**config.mk**
```make
export PLATFORM = sky130hd
export DESIGN_NAME = vcsr_exec
export DESIGN_NICKNAME = d
export VERILOG_FILES = /design/src/hdl/vcsr_pkg.sv /design/src/hdl/vcsr_exec.sv
export SDC_FILE = /design/constraint.sdc
export NUM_CORES = 1
export LEC_CHECK = 0
export ABC_CLOCK_PERIOD_IN_PS = 4100
export BUFFER_PORTS_ARGS = -buffer_cell sky130_fd_sc_hd__clkbuf_2
export CAP_MARGIN = 0
export CORE_AREA = 5 5 231 233
export DETAILED_ROUTE_END_ITERATION = 6
export DIE_AREA = 0 0 236 238
export GPL_TIMING_DRIVEN = 0
export PLACE_DENSITY_LB_ADDON = 0.3
export SYNTH_ARGS = -nofsm -noshare
export SYNTH_HDL_FRONTEND = slang
export SYNTH_SLANG_ARGS = --single-unit
```
**constraint.sdc**
```tcl
create_clock -name vclk -period 4.1
set_clock_uncertainty 0.05 [all_clocks]
set_input_delay 0.615 -clock vclk [all_inputs]
set_output_delay 0.615 -clock vclk [all_outputs]
set_load 0.1 [all_outputs]
```
**src/hdl/vcsr_pkg.sv**
```systemverilog
`timescale 1ns / 1ps
// Shared types and constants of the vector configuration and CSR unit.
package vcsr_pkg;

    // Operation of one request
    typedef enum logic [1:0] {
        OP_CSR      = 2'd0,
        OP_VSETVLI  = 2'd1,
        OP_VSETIVLI = 2'd2,
        OP_VSETVL   = 2'd3
    } op_t;

    // CSR access kind; the fourth code reads without writing
    typedef enum logic [1:0] {
        KIND_WRITE = 2'd0,
        KIND_SET   = 2'd1,
        KIND_CLEAR = 2'd2,
        KIND_READ  = 2'd3
    } csr_kind_t;

    localparam int unsigned CSR_ADDR_W = 12;
    localparam int unsigned GENERIC_CSR_ENTRIES = 4096;
    localparam int unsigned STORE_IDX_W = $clog2(GENERIC_CSR_ENTRIES);

    localparam logic [CSR_ADDR_W-1:0] CSR_VSTART  = 12'h008;
    localparam logic [CSR_ADDR_W-1:0] CSR_VXSAT   = 12'h009;
    localparam logic [CSR_ADDR_W-1:0] CSR_VXRM    = 12'h00a;
    localparam logic [CSR_ADDR_W-1:0] CSR_VCSR    = 12'h00f;
    localparam logic [CSR_ADDR_W-1:0] CSR_CYCLE   = 12'hc00;
    localparam logic [CSR_ADDR_W-1:0] CSR_INSTRET = 12'hc02;
    localparam logic [CSR_ADDR_W-1:0] CSR_VL      = 12'hc20;
    localparam logic [CSR_ADDR_W-1:0] CSR_VTYPE   = 12'hc21;
    localparam logic [CSR_ADDR_W-1:0] CSR_VLENB   = 12'hc22;
    localparam logic [CSR_ADDR_W-1:0] CSR_MHARTID = 12'hf14;

    localparam logic [63:0] VILL_MARK = 64'h8000_0000_0000_0000;
    localparam int unsigned HART_ID_W = 10;

    typedef struct packed {
        op_t                   op;
        csr_kind_t             csr_kind;
        logic [CSR_ADDR_W-1:0] csr_address;
        logic [63:0]           source_value;
        logic                  source_is_zero_reg;
        logic                  dest_is_zero_reg;
        logic [63:0]           vtype_request;
        logic [63:0]           cycle_count;
        logic [63:0]           retired_count;
    } req_t;

    typedef struct packed {
        logic [63:0] rd_value;
        logic [7:0]  vl_now;
        logic        vtype_illegal;
    } rsp_t;

    // Kept vector CSR state other than vl
    typedef struct packed {
        logic [31:0] vstart;
        logic [2:0]  vcsr;
        logic        vill;
        logic [7:0]  vtype;
    } vstate_t;

    // Write request into the generic CSR store
    typedef struct packed {
        logic                   en;
        logic [STORE_IDX_W-1:0] addr;
        logic [63:0]            data;
    } store_wr_t;

endpackage

```
**src/hdl/vcsr_exec.sv**
```systemverilog
`timescale 1ns / 1ps
// Execute logic: CSR read-modify-write and vsetvl evaluation for one request.
module vcsr_exec
#(
    parameter int unsigned VECTOR_LENGTH_BITS = 128,
    parameter int unsigned VL_W = 8
)
(
    input  vcsr_pkg::req_t                     req,
    input  vcsr_pkg::vstate_t                  state,
    input  logic [VL_W-1:0]                    vl,
    input  logic [vcsr_pkg::HART_ID_W-1:0]     hart_id,
    input  logic [63:0]                        store_old,
    output vcsr_pkg::vstate_t                  state_next,
    output logic [VL_W-1:0]                    vl_next,
    output vcsr_pkg::store_wr_t                wr,
    output vcsr_pkg::rsp_t                     rsp
);
    import vcsr_pkg::*;

    localparam logic [63:0] VLENB = 64'(VECTOR_LENGTH_BITS / 8);

    logic [63:0]     old_val;
    logic [63:0]     new_val;
    logic            do_write;
    logic [63:0]     avl;
    logic [2:0]      lmul;
    logic [2:0]      sew;
    logic            bad;
    logic [63:0]     vlmax_wide;
    logic [VL_W-1:0] vlmax;
    logic [63:0]     vl_ext;

    always_comb
    begin
        unique case (req.csr_address)
            CSR_VSTART:  old_val = 64'(state.vstart);
            CSR_VXSAT:   old_val = 64'(state.vcsr[0]);
            CSR_VXRM:    old_val = 64'(state.vcsr[2:1]);
            CSR_VCSR:    old_val = 64'(state.vcsr);
            CSR_VL:      old_val = 64'(vl);
            CSR_VTYPE:   old_val = state.vill ? VILL_MARK : 64'(state.vtype);
            CSR_VLENB:   old_val = VLENB;
            CSR_CYCLE:   old_val = req.cycle_count;
            CSR_INSTRET: old_val = req.retired_count;
            CSR_MHARTID: old_val = 64'(hart_id);
            default:     old_val = store_old;
        endcase
    end

    always_comb
    begin
        unique case (req.csr_kind)
            KIND_WRITE:
            begin
                new_val  = req.source_value;
                do_write = 1'b1;
            end
            KIND_SET:
            begin
                new_val  = old_val | req.source_value;
                do_write = (req.source_value != '0);
            end
            KIND_CLEAR:
            begin
                new_val  = old_val & ~req.source_value;
                do_write = (req.source_value != '0);
            end
            KIND_READ:
            begin
                new_val  = old_val;
                do_write = 1'b0;
            end
        endcase
    end

    // vsetvl: AVL choice, vtype legality and VLMAX clamp
    always_comb
    begin
        lmul = req.vtype_request[2:0];
        sew  = req.vtype_request[5:3];
        bad  = (req.vtype_request[63:8] != '0) || (lmul > 3'd3) || (sew > 3'd3);
        priority if (req.op == OP_VSETIVLI || !req.source_is_zero_reg)
            avl = req.source_value;
        else if (!req.dest_is_zero_reg)
            avl = '1;
        else
            avl = 64'(vl);
        vlmax_wide = (VLENB >> sew[1:0]) << lmul[1:0];
        vlmax      = vlmax_wide[VL_W-1:0];
    end

    always_comb
    begin
        state_next = state;
        vl_next    = vl;
        wr.en      = 1'b0;
        wr.addr    = req.csr_address[STORE_IDX_W-1:0];
        wr.data    = new_val;
        if (req.op == OP_CSR)
        begin
            if (do_write)
            begin
                unique case (req.csr_address)
                    CSR_VSTART: state_next.vstart = new_val[31:0];
                    CSR_VXSAT:  state_next.vcsr   = {state.vcsr[2:1], new_val[0]};
                    CSR_VXRM:   state_next.vcsr   = {new_val[1:0], state.vcsr[0]};
                    CSR_VCSR:   state_next.vcsr   = new_val[2:0];
                    CSR_VL, CSR_VTYPE, CSR_VLENB, CSR_CYCLE, CSR_INSTRET, CSR_MHARTID:
                    begin
                        // read-only: drop the write
                    end
                    default:    wr.en = 1'b1;
                endcase
            end
        end
        else
        begin
            state_next.vstart = '0;
            if (bad)
            begin
                state_next.vill  = 1'b1;
                state_next.vtype = '0;
                vl_next          = '0;
            end
            else
            begin
                state_next.vill  = 1'b0;
                state_next.vtype = req.vtype_request[7:0];
                vl_next          = (avl < vlmax_wide) ? avl[VL_W-1:0] : vlmax;
            end
        end
    end

    always_comb
    begin
        vl_ext            = 64'(vl_next);
        rsp.rd_value      = (req.op == OP_CSR) ? old_val : vl_ext;
        rsp.vl_now        = vl_ext[7:0];
        rsp.vtype_illegal = state_next.vill;
    end

endmodule

```
==> Yosys cells after proc, flatten, opt, wreduce, memory -nomap -nowiden <==
Cells that the tools add are included.
{ "totals": {"ff_bits": 0, "input_bits": 400, "output_inout_bits": 202, "wordCells": 52} }
{ "op_classes": {"order_cmp": 3, "n_eq_ne": 14, "shift": 2, "n_mux": 20, "n_bitwise": 3, "reduce_logical": 10} }
{ "ops": {"columns": ["cell", "count"], "rows": [
  ["one-hot mux 64 bit (10 select lines)", 1],
  ["2-to-1 mux 64 bit", 4],
  ["one-hot mux 64 bit (4 select lines)", 1],
  ["== test 12 bit, second input constant", 6],
  ["bitwise AND 64 bit", 1],
  ["< comparator 64 bit", 1],
  ["2-to-1 mux 32 bit", 2],
  ["inverter 64 bit", 1],
  ["OR 64 bit", 1],
  ["nonzero test 64 bit", 1],
  ["left shift 64 x 2 -> 64 bit", 1],
  ["right shift 5 x 2 -> 64 bit, first input constant", 1],
  ["nonzero test 56 bit", 1],
  ["== test 12 x 4 -> 1 bit, second input constant", 4],
  ["2-to-1 mux 35 bit", 1],
  ["2-to-1 mux 8 bit", 3],
  ["2-to-1 mux 9 bit", 2],
  ["OR reduction 10 bit", 1],
  ["one-hot mux 3 bit (3 select lines)", 1],
  ["== test 2 bit, second input constant", 3],
  ["greater-than comparator 3 x 2 -> 1 bit, second input constant", 2],
  ["logical NOT 2 bit", 2],
  ["logical OR 1 bit", 3],
  ["2-to-1 mux 1 bit", 3],
  ["5 further kinds", 5]
]} }

==> Logic depth before layout (Yosys ltp) <==
{ "logic_depth": {"word_depth": 8, "mapped_depth": 14, "depth_no_buf": 11} }

==> Worst setup path before layout <==
No wires, ideal clock.
{ "synth_path": {"path_type": "input-to-output", "start": "in req[272] in the netlist's numbering", "end": "out vl_next[1]", "arrival_ns": 5.711, "t_required_ns": 3.435, "slack_ns": -2.276, "cell_stages": 14, "path_buffers": 3, "cell_sequence": "nand2b_1 > nand2_1 > clkbuf_1 > a21oi_1 > a21o_1 > ha_1 > nor3_1 > a31oi_1 > o31ai_1 > and3_1 > clkbuf_1 > mux2i_1 > o21ai_0 > buf_4"} }
{ "synth_rtl": {"columns": ["element", "line_no", "source"], "rows": [
  ["from (decl)", "vcsr_exec.sv:9", "input vcsr_pkg::req_t req,"],
  ["to (decl)", "vcsr_exec.sv:15", "output logic [VL_W-1:0] vl_next,"]
]} }

==> run metrics <==
status=finished with violations; failing checks=design-rule violations; Setup WS pre-CTS=-1.77 ns; Clock Buffer Count=0; commonest non-fill, non-tap cell in the layout=clkbuf_2; Worst setup EP type=primary output; final wirelength=slightly above 60 mm; Post-Syn Instances=1028; DRC marker count from the first detailed-route iteration=approximately 1000; Chip Height=238 um; Post-DRT Antenna Nets=0; post-layout min period=just over 4 ns; Lkg Pwr=just over 6 nW; largest net degree at the start of global routing=11; share of cells above drive strength 1=~60%; Total Negative Setup Slacks=0 ns; synthesized area=between 5000 and 6000 um^2; # hold bufs at CTS=0; Residual DRC=21; multi-input logic area=between 6000 and 7000 um^2; Rows=83; Tot Pwr=roughly 2.2 mW; num sequential=0; Slew HR=around an eighth; commonest non-fill, non-tap cells in the layout=clkbuf_2 (459), buf_4 (120), nand2_1 (113), a21oi_1 (90), inv_1 (80); RSZ-0062 raised after global routing=true; first-pass GRT wire length=roughly 85 mm; Setup CP Type=in2out; post-synthesis sequential area ratio=0%; Worst Setup SP=req[262]; final setup vio count=0; Final Cycle Share=between 90% and 100%; slowest stage delay, CP=0.55 ns; Synth-to-Final Area Change=132%; critical path peak fanout=6; Req. time, crit path=between 3 and 4 ns; Seq. cell area=0 um^2; GP Congestion=about 0.94; Fill cells=between 5000 and 6000; Min-Delay Path Class=in2out; CP Cell Sequence=buf_8, or4_4, buf_12, or4_4, o211ai_4, buf_12, clkbuf_16, buf_16, o211ai_1, o22ai_4, nor2_2, nor2_4, clkbuf_16; I/O Pins=602; Pre-antenna DRT Iters=7; hpwl dp=between 50 and 60 mm; Syn. warnings=0; layout net count=2131; Max Cap Violations=0; Die W=roughly 240 um; WP buf/inv=6; PwrDens=165 nW/um^2; Core ar.=between 50000 and 60000 um^2; Least-Margin Pin Slew=roughly 1.3 ns; DR vias=between 10000 and 15000; Starting Density=between 10% and 20%; port bufs=about 600; Fin. Hold Viols=0; WL per Instance=25.8 um; initial antenna violation count=9; Peak VDD IR=0.129 mV; syn avg cell area=roughly 5.7 um^2; Max Fclk=244 MHz; final setup margin=between 0.0005 and 0.0006 ns; crit path capture=state_next[17]; Die Area=around 56000 um^2; stages on the worst setup path=13; All-Layer GR Usage=between 20% and 30%; Net Count, Synth=about 1400; vias in the first global route=about 12000; Slowest cell on crit path=or4_4; CP delay by family, top=simple AND/OR/NAND/NOR gates; Worst Path Arrival=roughly 3.4 ns; grt total ovfl=0; via density per instance=just under 5; Max Slew Vio Count=0; CP startpoint kind=input port; Yosys cell types=70
-- how the worst min path moves through the flow --
| stage | start | endpoint | slack, ns | cells after the start |
|---|---|---|---|---|
| floorplan | req[258] | wr[64] | 1.39 | 1 |
| global placement | req[263] | wr[69] | 1.65 | 2 |
| detailed placement | req[263] | wr[69] | 1.65 | 2 |
| CTS | store_old[10] | rsp[19] | 1.64 | 4 |
| global route | req[232] | wr[38] | 1.65 | 4 |
| finish | store_old[23] | rsp[32] | 1.63 | 4 |
-- timing repair --
| action | in CTS | in global routing |
|---|---|---|
| resized for setup | 367 | 159 |
| buffers inserted | 66 | 19 |
| pin swaps | 42 | 30 |
| gates cloned | 0 | 6 |
| endpoints found under the setup margin | 181 | 167 |
-- Yosys cell counts (all sizes together) (3+ instances only) --
| library cell | number | area, um^2 |
|---|---|---|
| a211oi | 5 | 42.5 |
| a21bo | 4 | 40.0 |
| a21boi | 4 | 30.0 |
| a21o | 19 | 143 |
| a21oi | 141 | 706 |
| a222oi | 39 | 390 |
| a22o | 4 | 35.0 |
| a22oi | 44 | 340 |
| a31oi | 34 | 213 |
| a32o | 6 | 60.1 |
| a32oi | 6 | 52.6 |
| and2 | 3 | 18.8 |
| and3 | 7 | 43.8 |
| buf | 47 | 314 |
| clkbuf | 64 | 240 |
| ha | 10 | 125 |
| inv | 81 | 304 |
| mux2i | 7 | 70.1 |
| nand2 | 122 | 458 |
| nand2b | 7 | 43.8 |
| nand3 | 9 | 45.0 |
| nand3b | 3 | 22.5 |
| nand4 | 7 | 43.8 |
| nor2 | 108 | 405 |
| nor2b | 8 | 50.1 |
| nor3 | 12 | 60.1 |
| nor4 | 39 | 272 |
| o2111ai | 3 | 38.8 |
| o211ai | 8 | 65.1 |
| o21ai | 86 | 445 |
| o21ba | 5 | 50.1 |
| o22ai | 18 | 125 |
| o2bb2ai | 30 | 263 |
| o31ai | 3 | 22.5 |
| or2 | 3 | 18.8 |
| or3 | 4 | 25.0 |
| or4 | 4 | 37.5 |
-- cell type report --
type                            count  share of cell area [%]
Antenna cell                        7                   0.128
Tap cell                          680                    6.24
Timing Repair Buffer              696                    37.3
Inverter                           81                    2.26
Buffer                            106                    6.22
Multi-Input combinational cell    836                    47.8
-- cells by family after synthesis --
kind of cell    Yosys count  share of synthesized area, %
buf+inv                 192                          14.6
mux                       9                          1.57
simple gates            343                          27.3
fa+ha+maj                10                          2.13
compound gates          473                          54.3
xor+xnor                  1                         0.149
-- metrics by stage --
stage | utilization, % | hold slack [ns] | cells | instance area [um^2]
2_1_floorplan | - | 1.39 | 1028 | 6940
3_3_place_gp | 21.2 | 1.65 | 2309 | 10800
3_5_place_dp | 21.3 | 1.65 | 2313 | 10900
4_1_cts | 25.3 | 1.64 | 2374 | 12900
5_1_grt | 26.7 | 1.65 | 2401 | 13600
6_report | 26.7 | 1.63 | 2406 | 13600
-- power by group --
group | switching [mW] | total, mW | internal (mW)
sequential | 0 | 0 | 0
combinational | 1.58 | 2.25 | 0.667
clock | 0 | 0.000000208 | 0.000000208
total | 1.58 | 2.25 | 0.667
-- per-layer routing --
metal  routed length [um]  track usage [%]
met2                28900             33.5
met5                    0                0
met4                 1340             3.55
met1                27200             26.9
met3                 4680             4.32
No activity file was read; power rests on OpenSTA's default activity.
